<file path="src/rtl/core/twi_ram.sv">
// twi_ram: single-port-write, single-port-read synchronous memory, registered read data
// no dependencies; holds the trie child table

module twi_ram #(
   parameter int DEPTH = 4,
   parameter int WIDTH = 8,
   localparam int ADDR_W = $clog2(DEPTH)
) (
   input  logic              clock,
   input  logic              wr_en,
   input  logic [ADDR_W-1:0] wr_addr,
   input  logic [WIDTH-1:0]  wr_data,
   input  logic              rd_en,
   input  logic [ADDR_W-1:0] rd_addr,
   output logic [WIDTH-1:0]  rd_data
);

   logic [WIDTH-1:0] mem [DEPTH];
   logic [WIDTH-1:0] rd_data_ff;

   always_ff @(posedge clock) begin
      if (wr_en) begin
         mem[wr_addr] <= wr_data;
      end
   end

   always_ff @(posedge clock) begin
      if (rd_en) begin
         rd_data_ff <= mem[rd_addr];
      end
   end

   assign rd_data = rd_data_ff;

endmodule

</file>
<file path="config.mk">
export PLATFORM = sky130hd
export DESIGN_NAME = twi_ram
export DESIGN_NICKNAME = d
export VERILOG_FILES = /design/src/rtl/core/twi_ram.sv
export SDC_FILE = /design/constraint.sdc
export NUM_CORES = 1
export LEC_CHECK = 0
export BUFFER_PORTS_ARGS = -buffer_cell sky130_fd_sc_hd__buf_4
export CAP_MARGIN = 20
export CORE_MARGIN = 2
export CORE_UTILIZATION = 43
export CTS_CLUSTER_SIZE = 16
export DETAILED_ROUTE_END_ITERATION = 12
export PLACE_DENSITY = 0.6
export SYNTH_ARGS = -nofsm -noshare
export SYNTH_HDL_FRONTEND = slang
export SYNTH_SLANG_ARGS = --single-unit
</file>
<file path="constraint.sdc">
create_clock -name clock -period 1.8 [get_ports clock]
set_clock_uncertainty 0.05 [all_clocks]
set_input_delay 0.54 -clock clock [delete_from_list [all_inputs] [get_ports clock]]
set_output_delay 0.54 -clock clock [all_outputs]
set_load 0.01 [all_outputs]
</file>
==> out/metrics.yaml, run 1 <==
finalSetupTns_ps: 0
cts-root-buf: "clkbuf_4"
fin_crit_sh_pct: 80.9
nFillCells: 265
syn-instance-count: 54
start_util_pct: 46.0
final_core_util_pct: 54.4
core_mm2: 0.00310
grt_max_degree: 12
use_met3_pct: 5.25
grt-busiest-layer: "met2"
cap_violations: 0
yosysUniqueCellTypes: 7
synth-compound-area-share_pct: 0
cts_buffers: 5
rrSetupSlack_ps: 640
fmax_mhz: 687
dieArea_mm2: 0.00380
crit_chain: "buf_4"
syn_to_final_growth_pct: 18.0
slew_headroom_pct: 70.3
multiInputGateArea_um2: 211
clk_pin_slew_ps: 110
numClockSinks: 40
hold_violations: 0
syn_nets: 69
startpoint_type: "flop"
yosysWarnings: 0
grt_usage_pct: 13.3
hold_path.class: "in2reg"
worstPathArrival_ps: 870
num-nets-final: 97
critPathMaxFanout: 1
outcome: "finished, final reports clean"
yosys.area_share.simple_pct: 2.19
synth_xor_area_share_pct: 0
routedWlPerCell_um: 15.9
pre_cts_ws_ps: 205
vias: 611
rows: 20
drv_slew: 0
routabilityCongestion: 0.629
n_antenna_cell: 0
rsz0062_at_grt: "false"
grt_pass1_vias: 690
synth_fa_ha_area_share_pct: 0
crit_slowest_cell: "edfxtp_1"
ioPinCount: 23
die_y_um: 61.6
crit_buf_inv: 1
die_w_um: 61.6
power_density_mw_per_mm2: 951
vias_per_cell: 4.85
grt_pass1_wl_um: 3210
routed_wl_um: 2010
setup_violations: 0
vdd_drop_max_mv: 0.389
synth_seq_area_share_pct: 84.1
drc: 0
drt_iter0_drc: 18
port-buffer-count: 22
worstSetupPathType: "reg2out"
cts_resized: 0
syn_area_per_cell_um2: 26.5
clockBufferDepth: 2
ys_ff_latch: 40
grt.overflow.total: 0
cts-hold-fix-buffers: 0
setup_ws_ps: 345
first_pass_iters: 4
syn-cell-area_mm2: 0.00143
grt_use_met1_pct: 14.2
drive_above_1_share_pct: 45.1
cp_top_family: "flip-flops"
tightest_slew_ps: 445
post-cts-setup-buffers: 0
whs_ps: 355
seqCellArea_mm2: 0.00120
grt_util_met2_pct: 22.4
fin_crit_ps: 1460
max_stage_delay_ps: 380
htree_levels: 2
antenna_left: 0
crit_required_ps: 1210
synth.area.mux_share_pct: 12.6
synth_top_family_by_area: "multiplexers"
end_kind: "output pin"
cts_tree: "built"
antenna_found_initial: 0
insertion_delay_ps: 330
p_leak_nw: 0.583
-- flip-flops by register name (all words and copies together), names as in the netlist --
register and flops:
mem 32, rd_data 8
-- layer usage --
metal | share of wire (%) | wire [um]
met4 | 1.5 | 30
met5 | 0 | 0
met2 | 54 | 1090
met1 | 39 | 785
met3 | 5.1 | 103
-- synthesized netlist by cell type (all sizes together) --
cell / count / area [um^2]
nor3b: 1 / 7.51
mux4: 8 / 180
buf: 1 / 11.3
clkbuf: 1 / 5.00
and3: 1 / 6.26
edfxtp: 40 / 1200
and3b: 2 / 17.5
-- cells by family after synthesis --
family | count (synthesis)
DFF | 40
muxes | 8
and+or+nand+nor | 4
buffers and inverters | 2
-- per-stage QoR --
step / total power, mW / instances / cell area, um^2
floorplan: 1.17 / 54 / 1430
global placement: 1.23 / 119 / 1640
detailed placement: 1.23 / 119 / 1640
CTS: 1.63 / 126 / 1690
global route: 1.68 / 126 / 1690
finish: 1.60 / 126 / 1690
-- cells in the final DEF (no fill, tap or decap), drive strengths merged --
cell / synthesis / routed
edfxtp: 40 / 40
and3: 1 / 1
buf: 1 / 23
clkbuf: 1 / 6
mux4: 8 / 8
and3b: 2 / 2
clkinv: 0 / 1
nor3b: 1 / 1
-- worst paths after layout --
| kind | start | to | cells past startpoint |
|---|---|---|---|
| max | rd_data[0] | rd_data[0] | 1 |
| max reg2reg | mem[3][4] | rd_data[4] | 1 |
| min | wr_data[6] | mem[3][6] | 1 |
| min reg2reg | mem[2][0] | rd_data[0] | 1 |
-- layout make-up --
cell class | count | share of cell area [%]
repair buffers | 23 | 10.2
flip-flops and latches | 40 | 71.2
well taps | 44 | 3.26
clock inverters | 1 | 0.297
multi-input cells | 12 | 12.5
clock buffers | 6 | 2.45
-- power by group --
group          leakage [nW]  internal (mW)  switching [mW]
Sequential            0.372           1.08          0.0107
Clock                0.0281          0.144           0.251
Combinational         0.183         0.0650          0.0519
Power figures use the tool's default switching activity.
==> run 2: changes to the inputs <==
--- a/config.mk
+++ b/config.mk
@@ -11,7 +11,7 @@
 export CORE_UTILIZATION = 43
 export CTS_CLUSTER_SIZE = 16
 export DETAILED_ROUTE_END_ITERATION = 12
-export PLACE_DENSITY = 0.6
+export PLACE_DENSITY = 0.63
 export SYNTH_ARGS = -nofsm -noshare
 export SYNTH_HDL_FRONTEND = slang
 export SYNTH_SLANG_ARGS = --single-unit
==> constraint.sdc (replaced) <==
create_clock -name clock -period 1.17 [get_ports clock]
set_clock_uncertainty 0.05 [all_clocks]
set_input_delay 0.351 -clock clock [delete_from_list [all_inputs] [get_ports clock]]
set_output_delay 0.351 -clock clock [all_outputs]
set_load 0.01 [all_outputs]
==> run 2 against run 1 <==
Net effect: largest power group unchanged; critical path depth unchanged; critical path type unchanged; non-clock buffer count up 4; utilization up 3.7 points; first-iteration DRC count down 11%; global-route usage up 0.38 points; final cell count up 4.0%; the flow now finishes with violations (negative setup slack); critical endpoint is now rd_data[3].
==> out/metrics.yaml, run 2 (same netlist as run 1, synthesis figures left out) <==
violations: "negative setup slack"
routedWlPerCell_um: 15.2
grt_max_degree: 13
port-buffer-count: 22
crit_required_ps: 770
largest-register: "mem"
critPathMaxFanout: 1
clockBufferDepth: 2
placed_area_mm2: 0.00172
setup_violations: 8
vias_per_cell: 4.68
worstSetupPathDepth: 1
crit_chain: "buf_6"
cp_top_family: "flip-flops"
holdPathStages: 1
drive_above_1_share_pct: 49.4
drc: 0
final_cell_area_mm2: 0.00180
clk_pin_slew_ps: 110
grt_usage_pct: 13.6
cts-root-buf: "clkbuf_4"
grt.overflow.total: 0
worstPathArrival_ps: 890
largest_register_ffs: 32
outcome: "finished with violations"
total_power_mw: 2.53
crit_slowest_cell: "edfxtp_1"
htree_levels: 2
die_w_um: 61.6
grt_pass1_wl_um: 3180
fin_crit_sh_pct: 110
cap_violations: 0
vdd_drop_max_mv: 0.648
max_stage_delay_ps: 400
start_util_pct: 46.0
cts_tree: "built"
p_leak_nw: 0.633
final_core_util_pct: 58.0
tightest_slew_ps: 166
routed_wl_um: 2000
final_common_cell: "edfxtp_1"
antenna_found_initial: 0
die_y_um: 61.6
routabilityCongestion: 0.639
worstSetupPathType: "reg2out"
startpoint_type: "flop"
dieArea_mm2: 0.00380
drv_slew: 0
reg2reg_depth: 1
end_kind: "output pin"
instances_no_fill: 131
cts_buffers: 5
power_density_mw_per_mm2: 1400
insertion_delay_ps: 350
numClockSinks: 40
hold_path.class: "in2reg"
antenna_left: 0
ioPinCount: 23
finalSetupTns_ps: -851
grt_pass1_vias: 647
dpl.cell_count: 123
slew_headroom_pct: 88.9
rows: 20
num-nets-final: 101
n_antenna_cell: 0
mostFrequentLayoutCells: "edfxtp_1, buf_4, mux4_2, buf_6, clkbuf_4"
rsz0062_at_grt: "true"
syn_to_final_growth_pct: 26.0
crit_buf_inv: 1
first_pass_iters: 4
core_mm2: 0.00310
hold_violations: 0
drt_iter0_drc: 16
setup_ws_ps: -120
fmax_mhz: 775
vias: 613
fin_crit_ps: 1290
==> run 2: changes by cell type in the layout (fill, tap and decap cells not counted) <==
| cell | before | now |
|---|---|---|
| buf_4 | 23 | 16 |
| clkinv_1 | 0 | 1 |
| clkbuf_1 | 1 | 0 |
| nor3b_4 | 0 | 1 |
| buf_12 | 0 | 3 |
| nor3b_1 | 1 | 0 |
| clkinv_2 | 1 | 2 |
| buf_6 | 0 | 8 |
==> run 2: power by group <==
group | switching, mW | internal, mW
combinational | 0.0846 | 0.131
clock | 0.410 | 0.220
sequential | 0.0205 | 1.66
total | 0.515 | 2.01
==> run 2: worst paths after layout <==
path                            startpoint         end  slack (ps)
worst max register to register   mem[3][7]  rd_data[7]          20
worst min-delay path            wr_data[7]   mem[1][7]         150
worst max-delay path            rd_data[3]  rd_data[3]        -120
worst min register to register   mem[0][3]  rd_data[3]         580
==> run 2: cell type report <==
type | instances | area, um^2
tap | 44 | 55.1
multi-input combinational | 12 | 223
clock inverter | 3 | 13.8
timing repair buffer | 27 | 270
clock buffer | 5 | 37.5
fill | 245 | 1300
sequential | 40 | 1200
==> run 2: layer usage <==
metal / share of wire [%] / track usage, % / wire length, um
met1: 36 / 14.4 / 714
met2: 57 / 21.8 / 1140
met3: 4.7 / 7.56 / 93
met4: 2.5 / 7.29 / 50
met5: 0 / 0 / 0
==> run 2: timing repair <==
item | CTS | global route
gates resized for setup | 6 | 2
buffers inserted | 0 | 0
hold buffers | 0 | 0
endpoints found under the setup margin | 8 | 10
==> run 2: per-stage QoR <==
stage / setup WS, ps / hold WS, ps
finish: -120 / 146
global route: -175 / 120
CTS: -143 / 132
detailed placement: -228 / 507
global placement: -207 / 501
floorplan: -82.9 / 400
==> run 3: changes to the inputs <==
--- a/config.mk
+++ b/config.mk
@@ -12,6 +12,7 @@
 export CTS_CLUSTER_SIZE = 16
 export DETAILED_ROUTE_END_ITERATION = 12
 export PLACE_DENSITY = 0.63
+export RECOVER_POWER = 100
 export SYNTH_ARGS = -nofsm -noshare
 export SYNTH_HDL_FRONTEND = slang
 export SYNTH_SLANG_ARGS = --single-unit
==> constraint.sdc (replaced) <==
create_clock -name clock -period 1 [get_ports clock]
set_clock_uncertainty 0.05 [all_clocks]
set_input_delay 0.3 -clock clock [delete_from_list [all_inputs] [get_ports clock]]
set_output_delay 0.3 -clock clock [all_outputs]
set_load 0.01 [all_outputs]
==> run 3 against run 2 <==
Net effect: the run still ends with negative setup slack left; worst hold slack improved by 38 ps; total power is 14% higher; final area fell by 6.3%; critical path depth unchanged; register-to-register slack worse by 160 ps; worst setup slack got worse by 110 ps; sequential power up 17%; die area did not move; combinational power down 3%; sequential cell count stayed put.
==> out/metrics.yaml, run 3 (same netlist as run 1, synthesis figures left out) <==
cts_buffers: 5
rrSetupSlack_ps: -140
grt_max_degree: 12
cts-hold-fix-buffers: 0
vdd_drop_max_mv: 0.721
routabilityCongestion: 0.648
start_util_pct: 46.0
post-cts-setup-buffers: 0
crit_chain: "buf_6"
syn_to_final_growth_pct: 18.0
whs_ps: 184
vias: 635
worstPathArrival_ps: 880
hold_violations: 0
grt_usage_pct: 13.4
hold_path.class: "in2reg"
setup_ws_ps: -229
numClockSinks: 40
tightest_slew_ps: 523
switchingPower_uw: 564
violations: "negative setup slack"
crit_buf_inv: 1
rows: 20
drive_above_1_share_pct: 32.5
insertion_delay_ps: 330
antenna_found_initial: 0
rsz0062_at_grt: "true"
outcome: "finished with violations"
dieArea_mm2: 0.00380
reg2reg_depth: 1
crit_slowest_cell: "edfxtp_1"
r2r-end: "rd_data[2]"
vias_per_cell: 5.00
power_frac_seq_pct: 68.7
drt_iter0_drc: 19
startpoint_type: "flop"
cts_tree: "built"
drv_slew: 0
core_mm2: 0.00310
p_leak_nw: 0.558
final_common_cell: "edfxtp_1"
ioPinCount: 23
num-nets-final: 98
hp-start: "wr_data[6]"
clk_pin_slew_ps: 100
grt_pass1_vias: 681
n_antenna_cell: 0
cp_top_family: "flip-flops"
cts-root-buf: "clkbuf_4"
fin_crit_sh_pct: 123
die_w_um: 61.6
p_clk_share_pct: 24.1
fmax_mhz: 814
clockBufferDepth: 2
intPower_mw: 2.31
r2r_start: "mem[2][2]"
slew_headroom_pct: 65.1
power_frac_comb_pct: 7.2
worstHoldEndpoint: "mem[1][6]"
mostFrequentLayoutCells: "edfxtp_1, clkbuf_1, mux4_2, buf_6, clkbuf_4"
drc: 0
largest_register_ffs: 32
finalSetupTns_ps: -2840
routed_wl_um: 2010
grt.overflow.total: 0
max_stage_delay_ps: 410
cap_violations: 0
antenna_left: 0
end_kind: "output pin"
largest-register: "mem"
critPathMaxFanout: 1
htree_levels: 2
holdPathStages: 1
power_density_mw_per_mm2: 1700
first_pass_iters: 4
crit_required_ps: 650
pre_cts_ws_ps: -342
switching_share_pct: 19.6
port-buffer-count: 22
worstSetupPathType: "reg2out"
grt_pass1_wl_um: 3220
fin_crit_ps: 1230
routedWlPerCell_um: 15.8
setup_violations: 24
die_y_um: 61.6
total_power_mw: 2.87
run 3: changes by cell type in the layout (fill, tap and decap cells not counted):
cell             previous run  this run
buf_4                      16         4
clkbuf_1                    0        10
buf_12                      3         0
clkinv_2                    2         0
clkbuf_2                    0         1
clkdlybuf4s15_2             0         1
clkinv_1                    1         2
nor3b_1                     0         1
nor3b_4                     1         0
run 3: layout make-up:
cell class	count	area, um^2
multi-input combinational	12	211
tap	44	55.1
timing repair buffer	24	174
clock inverter	2	7.51
fill	263	1420
clock buffer	5	37.5
sequential	40	1200
run 3: worst max-delay path by stage:
| stage | from | end | slack (ps) | depth (start not counted) |
|---|---|---|---|---|
| after CTS | rd_data[0] | rd_data[0] | -250 | 1 |
| after floorplan | rd_addr[0] | rd_data[0] | -200 | 2 |
| after global routing | rd_data[1] | rd_data[1] | -290 | 1 |
| after detailed placement | rd_addr[0] | rd_data[2] | -340 | 2 |
| after global placement | rd_addr[0] | rd_data[5] | -330 | 2 |
| final | rd_data[0] | rd_data[0] | -230 | 1 |
run 3: repair_timing:
| item | 4_1_cts | 5_1_grt |
|---|---|---|
| resized for setup | 7 | 1 |
| pin swaps | 0 | 0 |
| endpoints found under the setup margin | 16 | 16 |
| cloned | 0 | 0 |
run 3: power groups by stage:
stage / clock, mW / sequential [mW] / combinational, mW
2_1_floorplan: 0 / 2.01 / 0.0937
3_5_place_dp: 0 / 2.01 / 0.232
5_1_grt: 0.817 / 1.98 / 0.228
3_3_place_gp: 0 / 2.00 / 0.225
6_report: 0.692 / 1.97 / 0.208
4_1_cts: 0.726 / 1.97 / 0.245
run 3: stage by stage:
step	utilization (%)	cells	cell area [um^2]
floorplan	-	54	1450
global placement	54.4	120	1690
detailed placement	54.4	120	1690
CTS	56.7	127	1760
global route	54.4	127	1690
finish	54.4	127	1690
run 3: layer usage:
| metal | wire, um | vias to the layer above | GRT usage, % |
|---|---|---|---|
| li1 | - | 287 | - |
| met1 | 711 | 324 | 13.1 |
| met2 | 1140 | 20 | 23.2 |
| met3 | 129 | 4 | 6.30 |
| met4 | 31 | 0 | 7.29 |
| met5 | 0 | - | 0 |
