$ cat config.mk
export PLATFORM = sky130hd
export DESIGN_NAME = twi_walk_flat
export DESIGN_NICKNAME = d
export VERILOG_FILES = /design/src/rtl/core/twi_pkg.sv /design/src/rtl/core/twi_req_if.sv /design/src/rtl/core/twi_rsp_if.sv /design/src/rtl/core/twi_walk.sv /design/src/flat_wrapper.sv
export SDC_FILE = /design/constraint.sdc
export NUM_CORES = 1
export LEC_CHECK = 0
export BUFFER_PORTS_ARGS = -buffer_cell sky130_fd_sc_hd__buf_2
export CAP_MARGIN = 10
export CORE_MARGIN = 2
export CORE_UTILIZATION = 35
export DETAILED_ROUTE_END_ITERATION = 10
export PLACE_DENSITY_LB_ADDON = 0.05
export SYNTH_ARGS = -nofsm -noshare
export SYNTH_HDL_FRONTEND = slang
export SYNTH_SLANG_ARGS = --single-unit
$ cat constraint.sdc
create_clock -name clock -period 4.1 [get_ports clock]
set_input_delay 0.82 -clock clock [delete_from_list [all_inputs] [get_ports clock]]
set_output_delay 0.82 -clock clock [all_outputs]
set_load 0.05 [all_outputs]
$ cat src/rtl/core/twi_pkg.sv
// twi_pkg: shared types and constants for the trie word insert/lookup engine
// no dependencies; used by twi_req_if, twi_walk and the top module

package twi_pkg;

   localparam int NODE_COUNT_DEF    = 1024;
   localparam int ALPHABET_SIZE_DEF = 26;

   localparam int OPCODE_W = 2;
   localparam int LETTER_W = 5;

   // operation codes; the unused fourth code is folded into a whole-word lookup
   typedef enum logic [OPCODE_W-1:0] {
      OP_INSERT = 2'd0,
      OP_WHOLE  = 2'd1,
      OP_PREFIX = 2'd2
   } opcode_type;

   typedef enum logic [1:0] {
      ST_CLEAR,
      ST_IDLE,
      ST_EVAL
   } walk_state_type;

endpackage

$ cat src/rtl/core/twi_req_if.sv
// twi_req_if: letter request channel, valid/ready with opcode, letter and last flag
// depends on twi_pkg for field widths

interface twi_req_if;
   logic                          valid;
   logic                          ready;
   logic [twi_pkg::OPCODE_W-1:0]  opcode;
   logic [twi_pkg::LETTER_W-1:0]  letter;
   logic                          last_letter;

   modport source (output valid, output opcode, output letter, output last_letter,
                   input ready);
   modport sink   (input valid, input opcode, input letter, input last_letter,
                   output ready);
endinterface

$ cat src/rtl/core/twi_rsp_if.sv
// twi_rsp_if: word result channel, valid/ready with found flag and status
// no dependencies

interface twi_rsp_if;
   logic valid;
   logic ready;
   logic found;
   logic status;

   modport source (output valid, output found, output status, input ready);
   modport sink   (input valid, input found, input status, output ready);
endinterface

$ cat src/rtl/core/twi_walk.sv
// twi_walk: trie walk controller, clearing sweep, node allocation and result register
// depends on twi_pkg, twi_req_if, twi_rsp_if; drives the child table in twi_ram

module twi_walk #(
   parameter int NODE_COUNT    = twi_pkg::NODE_COUNT_DEF,
   parameter int ALPHABET_SIZE = twi_pkg::ALPHABET_SIZE_DEF,
   localparam int NODE_W  = $clog2(NODE_COUNT),
   localparam int USED_W  = $clog2(NODE_COUNT + 1),
   localparam int DEPTH   = NODE_COUNT * ALPHABET_SIZE,
   localparam int ADDR_W  = $clog2(DEPTH),
   localparam int ENTRY_W = NODE_W + 1
) (
   input  logic               clock,
   input  logic               reset,
   twi_req_if.sink            req,
   twi_rsp_if.source          rsp,
   output logic               mem_wr_en,
   output logic [ADDR_W-1:0]  mem_wr_addr,
   output logic [ENTRY_W-1:0] mem_wr_data,
   output logic               mem_rd_en,
   output logic [ADDR_W-1:0]  mem_rd_addr,
   input  logic [ENTRY_W-1:0] mem_rd_data
);

   // a table entry is {end mark of the child, child index}; index zero means no child

   twi_pkg::walk_state_type state_ff, state_in;
   logic [ADDR_W-1:0]   clear_cnt_ff, clear_cnt_in;
   logic [USED_W-1:0]   nodes_used_ff, nodes_used_in;
   logic [NODE_W-1:0]   cur_node_ff, cur_node_in;
   logic                missed_ff, missed_in;
   twi_pkg::opcode_type held_op_ff, held_op_in;
   logic                inside_ff, inside_in;
   logic                full_ff, full_in;
   logic                step_ff, step_in;
   logic                last_ff, last_in;
   logic [ADDR_W-1:0]   slot_ff, slot_in;
   logic                rsp_valid_ff, rsp_valid_in;
   logic                found_ff, found_in;
   logic                status_ff, status_in;

   logic                req_acc;
   logic                first;
   twi_pkg::opcode_type req_op;
   twi_pkg::opcode_type eff_op;
   logic [NODE_W-1:0]   eff_node;
   logic                eff_missed;
   logic                in_range;
   logic [ADDR_W-1:0]   rd_addr;

   logic [NODE_W-1:0]   child;
   logic                child_end;
   logic                out_free;
   logic                eval_go;
   logic                ev_missed;
   logic                ev_full;
   logic                ev_end;
   logic [NODE_W-1:0]   ev_node;
   logic [USED_W-1:0]   ev_used;
   logic                ev_wr;
   logic [ENTRY_W-1:0]  ev_data;

   // ---------------- accept side ----------------
   assign req_acc  = req.valid && req.ready;
   assign first    = !inside_ff;
   assign in_range = 32'(req.letter) < ALPHABET_SIZE;

   always_comb begin
      unique case (req.opcode)
         twi_pkg::OP_INSERT: req_op = twi_pkg::OP_INSERT;
         twi_pkg::OP_PREFIX: req_op = twi_pkg::OP_PREFIX;
         default:            req_op = twi_pkg::OP_WHOLE;
      endcase
   end

   assign eff_op     = first ? req_op : held_op_ff;
   assign eff_node   = first ? '0 : cur_node_ff;
   assign eff_missed = first ? 1'b0 : missed_ff;
   assign rd_addr    = ADDR_W'(eff_node) * ADDR_W'(ALPHABET_SIZE) + ADDR_W'(req.letter);

   // ---------------- evaluate side ----------------
   assign child     = mem_rd_data[NODE_W-1:0];
   assign child_end = mem_rd_data[NODE_W];
   assign out_free  = !rsp_valid_ff || rsp.ready;
   assign eval_go   = !last_ff || out_free;

   always_comb begin
      ev_missed = missed_ff;
      ev_full   = full_ff;
      ev_end    = 1'b0;
      ev_node   = cur_node_ff;
      ev_used   = nodes_used_ff;
      ev_wr     = 1'b0;
      ev_data   = '0;
      if (step_ff) begin
         if (child != '0) begin
            ev_node = child;
            ev_end  = child_end;
            // insert ending on an existing node sets its mark
            if (last_ff && held_op_ff == twi_pkg::OP_INSERT) begin
               ev_wr   = 1'b1;
               ev_data = {1'b1, child};
            end
         end else if (held_op_ff == twi_pkg::OP_INSERT) begin
            if (32'(nodes_used_ff) < NODE_COUNT) begin
               // new rows are already zero from the clearing sweep
               ev_node = nodes_used_ff[NODE_W-1:0];
               ev_used = nodes_used_ff + USED_W'(1);
               ev_wr   = 1'b1;
               ev_data = {last_ff, nodes_used_ff[NODE_W-1:0]};
            end else begin
               ev_missed = 1'b1;
               ev_full   = 1'b1;
            end
         end else begin
            ev_missed = 1'b1;
         end
      end
   end

   // ---------------- next state ----------------
   always_comb begin
      state_in = state_ff;
      unique case (state_ff)
         twi_pkg::ST_CLEAR: begin
            if (clear_cnt_ff == ADDR_W'(DEPTH - 1)) begin
               state_in = twi_pkg::ST_IDLE;
            end
         end
         twi_pkg::ST_IDLE: begin
            if (req_acc) begin
               state_in = twi_pkg::ST_EVAL;
            end
         end
         twi_pkg::ST_EVAL: begin
            if (eval_go) begin
               state_in = twi_pkg::ST_IDLE;
            end
         end
         default: state_in = twi_pkg::ST_CLEAR;
      endcase
   end

   // ---------------- state outputs ----------------
   always_comb begin
      req.ready   = 1'b0;
      mem_rd_en   = 1'b0;
      mem_rd_addr = rd_addr;
      mem_wr_en   = 1'b0;
      mem_wr_addr = slot_ff;
      mem_wr_data = ev_data;
      unique case (state_ff)
         twi_pkg::ST_CLEAR: begin
            mem_wr_en   = 1'b1;
            mem_wr_addr = clear_cnt_ff;
            mem_wr_data = '0;
         end
         twi_pkg::ST_IDLE: begin
            req.ready = 1'b1;
            // an out-of-range letter misses without a table read
            mem_rd_en = req.valid && in_range;
         end
         twi_pkg::ST_EVAL: begin
            mem_wr_en = ev_wr && eval_go;
         end
         default: ;
      endcase
   end

   // ---------------- register next values ----------------
   always_comb begin
      clear_cnt_in  = clear_cnt_ff;
      nodes_used_in = nodes_used_ff;
      cur_node_in   = cur_node_ff;
      missed_in     = missed_ff;
      held_op_in    = held_op_ff;
      inside_in     = inside_ff;
      full_in       = full_ff;
      step_in       = step_ff;
      last_in       = last_ff;
      slot_in       = slot_ff;
      rsp_valid_in  = rsp_valid_ff && !rsp.ready;
      found_in      = found_ff;
      status_in     = status_ff;

      if (state_ff == twi_pkg::ST_CLEAR) begin
         clear_cnt_in = clear_cnt_ff + ADDR_W'(1);
      end

      if (req_acc) begin
         held_op_in  = eff_op;
         cur_node_in = eff_node;
         full_in     = first ? 1'b0 : full_ff;
         missed_in   = eff_missed || !in_range;
         step_in     = !eff_missed && in_range;
         last_in     = req.last_letter;
         inside_in   = !req.last_letter;
         slot_in     = rd_addr;
      end

      if (state_ff == twi_pkg::ST_EVAL && eval_go) begin
         cur_node_in   = ev_node;
         nodes_used_in = ev_used;
         missed_in     = ev_missed;
         full_in       = ev_full;
         if (last_ff) begin
            rsp_valid_in = 1'b1;
            unique case (held_op_ff)
               twi_pkg::OP_INSERT: found_in = !ev_missed;
               twi_pkg::OP_PREFIX: found_in = !ev_missed;
               default:            found_in = !ev_missed && ev_end;
            endcase
            status_in = (held_op_ff == twi_pkg::OP_INSERT) && ev_full;
         end
      end
   end

   always_ff @(posedge clock) begin
      if (reset) begin
         state_ff      <= twi_pkg::ST_CLEAR;
         clear_cnt_ff  <= '0;
         nodes_used_ff <= USED_W'(1);
         cur_node_ff   <= '0;
         missed_ff     <= 1'b0;
         held_op_ff    <= twi_pkg::OP_INSERT;
         inside_ff     <= 1'b0;
         full_ff       <= 1'b0;
         step_ff       <= 1'b0;
         last_ff       <= 1'b0;
         rsp_valid_ff  <= 1'b0;
      end else begin
         state_ff      <= state_in;
         clear_cnt_ff  <= clear_cnt_in;
         nodes_used_ff <= nodes_used_in;
         cur_node_ff   <= cur_node_in;
         missed_ff     <= missed_in;
         held_op_ff    <= held_op_in;
         inside_ff     <= inside_in;
         full_ff       <= full_in;
         step_ff       <= step_in;
         last_ff       <= last_in;
         rsp_valid_ff  <= rsp_valid_in;
      end
   end

   always_ff @(posedge clock) begin
      slot_ff   <= slot_in;
      found_ff  <= found_in;
      status_ff <= status_in;
   end

   assign rsp.valid  = rsp_valid_ff;
   assign rsp.found  = found_ff;
   assign rsp.status = status_ff;

   // ---------------- assertions ----------------
   a_no_write_on_read: assert property (@(posedge clock) disable iff (reset)
      (state_ff == twi_pkg::ST_IDLE) |-> !mem_wr_en)
      else $error("child table written in the read cycle");

   a_pool_bounds: assert property (@(posedge clock) disable iff (reset)
      nodes_used_ff != '0 && 32'(nodes_used_ff) <= NODE_COUNT)
      else $error("node pool count out of range");

   a_node_allocated: assert property (@(posedge clock) disable iff (reset)
      32'(cur_node_ff) < 32'(nodes_used_ff))
      else $error("current node beyond allocated pool");

   a_accept_to_eval: assert property (@(posedge clock) disable iff (reset)
      req_acc |=> state_ff == twi_pkg::ST_EVAL)
      else $error("accepted transaction not evaluated");

   a_rsp_from_last: assert property (@(posedge clock) disable iff (reset)
      $rose(rsp_valid_ff) |-> $past(state_ff == twi_pkg::ST_EVAL && last_ff))
      else $error("result raised without a last letter");

endmodule

$ cat src/flat_wrapper.sv
// flat-port wrapper written by rule: the top's interface ports become plain ports
module twi_walk_flat 
#(
   parameter int NODE_COUNT    = twi_pkg::NODE_COUNT_DEF,
   parameter int ALPHABET_SIZE = twi_pkg::ALPHABET_SIZE_DEF,
   localparam int NODE_W  = $clog2(NODE_COUNT),
   localparam int USED_W  = $clog2(NODE_COUNT + 1),
   localparam int DEPTH   = NODE_COUNT * ALPHABET_SIZE,
   localparam int ADDR_W  = $clog2(DEPTH),
   localparam int ENTRY_W = NODE_W + 1
)
  (clock, reset, mem_wr_en, mem_wr_addr, mem_wr_data, mem_rd_en, mem_rd_addr, mem_rd_data, req_valid, req_opcode, req_letter, req_last_letter, req_ready, rsp_valid, rsp_found, rsp_status, rsp_ready);
  twi_req_if req_i ();
  twi_rsp_if rsp_i ();
  input  logic clock;
  input  logic reset;
  output logic mem_wr_en;
  output logic [ADDR_W-1:0] mem_wr_addr;
  output logic [ENTRY_W-1:0] mem_wr_data;
  output logic mem_rd_en;
  output logic [ADDR_W-1:0] mem_rd_addr;
  input  logic [ENTRY_W-1:0] mem_rd_data;
  input wire logic [$bits(req_i.valid)-1:0] req_valid;
  input wire logic [$bits(req_i.opcode)-1:0] req_opcode;
  input wire logic [$bits(req_i.letter)-1:0] req_letter;
  input wire logic [$bits(req_i.last_letter)-1:0] req_last_letter;
  output wire logic [$bits(req_i.ready)-1:0] req_ready;
  output wire logic [$bits(rsp_i.valid)-1:0] rsp_valid;
  output wire logic [$bits(rsp_i.found)-1:0] rsp_found;
  output wire logic [$bits(rsp_i.status)-1:0] rsp_status;
  input wire logic [$bits(rsp_i.ready)-1:0] rsp_ready;
  assign req_i.valid = req_valid;
  assign req_i.opcode = req_opcode;
  assign req_i.letter = req_letter;
  assign req_i.last_letter = req_last_letter;
  assign req_ready = req_i.ready;
  assign rsp_valid = rsp_i.valid;
  assign rsp_found = rsp_i.found;
  assign rsp_status = rsp_i.status;
  assign rsp_i.ready = rsp_ready;
  twi_walk #(.NODE_COUNT(NODE_COUNT), .ALPHABET_SIZE(ALPHABET_SIZE)) u_core (.clock(clock), .reset(reset), .req(req_i), .rsp(rsp_i), .mem_wr_en(mem_wr_en), .mem_wr_addr(mem_wr_addr), .mem_wr_data(mem_wr_data), .mem_rd_en(mem_rd_en), .mem_rd_addr(mem_rd_addr), .mem_rd_data(mem_rd_data));
endmodule
==> metrics.txt <==
Die ar.=around 13,000 um^2; Critical Path AT=about 3.6 ns; reg-to-reg slack, setup=approximately 0.6 ns; share of layout cells above drive strength 1=between 30% and 40%; chip width=~110 um; Critical Path RT=3.28 ns; Peak supply drop=354 uV; routed wire length=about 10 mm; syn_area_per_cell=roughly 8.7 um^2; hold crit path type=flip-flop to flip-flop; Final Hold Fails=0; core footprint=approximately 11,000 um^2; final core occ=48.7%; syn nets=~530; first-pass GRT wire length=about 17 mm; Critical Path Start=u_core.inside_ff$_SDFFE_PP0P_; CP max FO=7; post-synth top area cell=dfxtp_1; Max Cap Viol=0; Worst R2R Start=u_core.inside_ff$_SDFFE_PP0P_; predominant post-synthesis flop cell=dfxtp_1; FF+latch count, synth=63; H-tree depth=3; top post-synthesis cells by count=nor2_1 (52), a21oi_1 (50), dfxtp_1 (46), nand2_1 (41), inv_1 (31); die span in y=about 110 um; port bufs=between 60 and 70; failing checks=setup timing; initial core utilization=between 30% and 40%; worst-margin pin slew=approximately 0.90 ns; antenna cells=0; global placer's final weighted congestion=a little over 0.8; worst clock skew=0.00682 ns; Fill cells=approximately 1.1k; Period minus WS final=roughly 4.4 ns; fin nets=~630; drc violations=0; register area=~1400 um^2; hold_buf cts=0; I/O pin count=70; Final WS setup=-0.294 ns; Syn-to-layout area delta=35.7%; Reg-to-Reg End=u_core.slot_ff[12]$_DFFE_PP_; multi-input logic area=2850 um^2; pwr dens=roughly 260 nW/um^2; Synthesis Warnings=0; Worst Setup EP=mem_rd_addr[14]; largest net degree at the start of global routing=47; CP startpoint kind=flip-flop; f_max=approximately 230 MHz; Post-synth EDFFs=17; Final setup viols=6; most common cell in the netlist=nor2_1; Setup crit end kind=output pin; sequential cell area fraction in the yosys report=34.8%; Final period util=107%; row count=39; grt ovf=0; CTS tree=yes; Final Instance Area=around 5600 um^2; post-synth top area share=22.4%; CTS Buffer Depth=2; vias after detailed routing=between 3k and 4k; Synth Cell Area=a little over 4000 um^2; LEAKAGE=about 2.6 nW; Root Driver=clkbuf_16; GRT Total Usage=17.2%; ANT nets after route=0; DP Worst Slack=-0.0900 ns; final max-slew violation count=0; worst-case reg-to-reg path depth=15; DR WL/cell=14.2 um; initial DRC count=roughly 190; cell count after synthesis=472; status=finished, violations left; setup_tns=-1.39 ns; Worst slew margin=40.1%; FFs w/ async S/R, synth=0%; count of cell types in the netlist=between 40 and 50; Cell Area, Placed=between 5000 and 6000 um^2; initial antenna violation count=0; RSZ-0062 raised after global routing=true; DRT Pass-1 Iters=6; CTS buffer count=9; vias in the first global route=roughly 3.5k; CTS sink count=between 60 and 70; Synth area leaders=dfxtp_1 (22%), edfxtp_1 (12%), ha_1 (8.2%), a21oi_1 (6.1%), nor2_1 (4.7%); hpwl dp=7.78 mm; Worst-Skew Late Latency=about 0.34 ns; CTS clk-pin slew, worst paths=~0.050 ns; Vias/cell=between 4 and 5; critical path class=flip-flop to output pin
report_power, final:
part / total, mW / internal (mW) / switching (mW)
Combinational: 0.0663 / 0.0206 / 0.0457
Sequential: 0.642 / 0.639 / 0.00316
Clock: 0.745 / 0.467 / 0.278
worst max-delay path: stages (launching register included):
cell	delay (ns)
dfxtp_2	0.34
buf_6	0.14
and2_4	0.16
ha_1	0.26
inv_1	0.05
fa_1	0.50
inv_1	0.06
ha_4	0.26
a21oi_4	0.17
nor2b_2	0.07
a211oi_2	0.22
o211a_1	0.19
and3b_1	0.19
nand4_1	0.22
xnor2_4	0.23
buf_6	0.18
what timing repair did:
action                     4_1_cts  5_1_grt
resized for setup               24        9
pin swaps                       17        8
buffers inserted                 5        2
setup endpoints to repair        7        8
logic make-up (layout without fill, tap and decap cells):
kind of cell / after synthesis / in the layout / synth area share, %
xor gates and xnor gates: 44 / 44 / 9.36
DFF: 63 / 63 / 34.8
buffers and inverters: 51 / 160 / 4.83
and+or+nand+nor: 168 / 168 / 21.0
AOI/OAI and AO/OA: 96 / 96 / 14.4
adders and majority gates: 34 / 34 / 11.4
muxes: 16 / 16 / 4.34
placed cells by master, fill, tap and decap left out, types with 5 or more instances in the layout:
cell type / count
a22o_1: 10
buf_2: 62
dfxtp_1: 43
edfxtp_1: 17
o21ai_0: 10
ha_4: 8
inv_1: 28
fa_1: 5
ha_1: 18
clkbuf_16: 9
mux2_2: 15
nand2b_1: 6
nand2_1: 37
buf_6: 8
xor2_1: 19
or3_1: 8
a21oi_1: 46
buf_4: 43
nor3_1: 6
a21o_1: 6
and3_1: 5
xnor2_1: 15
nor2_1: 52
nand3_1: 10
nand4_1: 7
layout make-up:
| cell class | count | area share [%] |
|---|---|---|
| Tap cell | 143 | 3.20 |
| Clock inverter | 4 | 0.828 |
| Sequential cell | 63 | 25.7 |
| Clock buffer | 12 | 4.23 |
| Inverter | 31 | 2.13 |
| Multi-Input combinational cell | 358 | 51.0 |
| Timing Repair Buffer | 113 | 12.9 |
registers in the layout, summed over array words and instances (netlist names):
| register | cells |
|---|---|
| u_core.rsp.status | 1 |
| u_core.slot_ff | 15 |
| u_core.state_ff | 2 |
| u_core.inside_ff | 1 |
| u_core.missed_ff | 1 |
| u_core.last_ff | 1 |
| u_core.clear_cnt_ff | 15 |
| u_core.full_ff | 1 |
| u_core.nodes_used_ff | 11 |
| u_core.rsp.found | 1 |
| u_core.rsp.valid | 1 |
| u_core.cur_node_ff | 10 |
| u_core.held_op_ff | 2 |
| u_core.step_ff | 1 |
layer usage:
metal	vias up	wire [um]	share of wire, %	track usage, %
met3	7	384	3.7	5.08
li1	1849	-	-	-
met5	-	0	0	0
met1	1685	5050	49	23.0
met2	53	4720	46	26.9
met4	0	112	1.1	5.37
worst min path at each step:
stage                     cells past startpoint  slack [ns]                          end                         from
after CTS                                     2        0.47  u_core.full_ff$_SDFFE_PP0P_  u_core.full_ff$_SDFFE_PP0P_
after global routing                          2        0.49  u_core.full_ff$_SDFFE_PP0P_  u_core.full_ff$_SDFFE_PP0P_
after floorplan                               2        0.44  u_core.full_ff$_SDFFE_PP0P_  u_core.full_ff$_SDFFE_PP0P_
after global placement                        2        0.44  u_core.full_ff$_SDFFE_PP0P_  u_core.full_ff$_SDFFE_PP0P_
after detailed placement                      2        0.47  u_core.full_ff$_SDFFE_PP0P_  u_core.full_ff$_SDFFE_PP0P_
final                                         2        0.47  u_core.full_ff$_SDFFE_PP0P_  u_core.full_ff$_SDFFE_PP0P_
metrics by stage:
stage | hold slack (ns) | std cells | total power, mW
3_5_place_dp | 0.466 | 701 | 0.722
3_3_place_gp | 0.445 | 701 | 0.722
4_1_cts | 0.473 | 722 | 1.47
6_report | 0.467 | 724 | 1.45
5_1_grt | 0.486 | 724 | 1.51
2_1_floorplan | 0.437 | 472 | 0.696
Power figures use the tool's default switching activity.
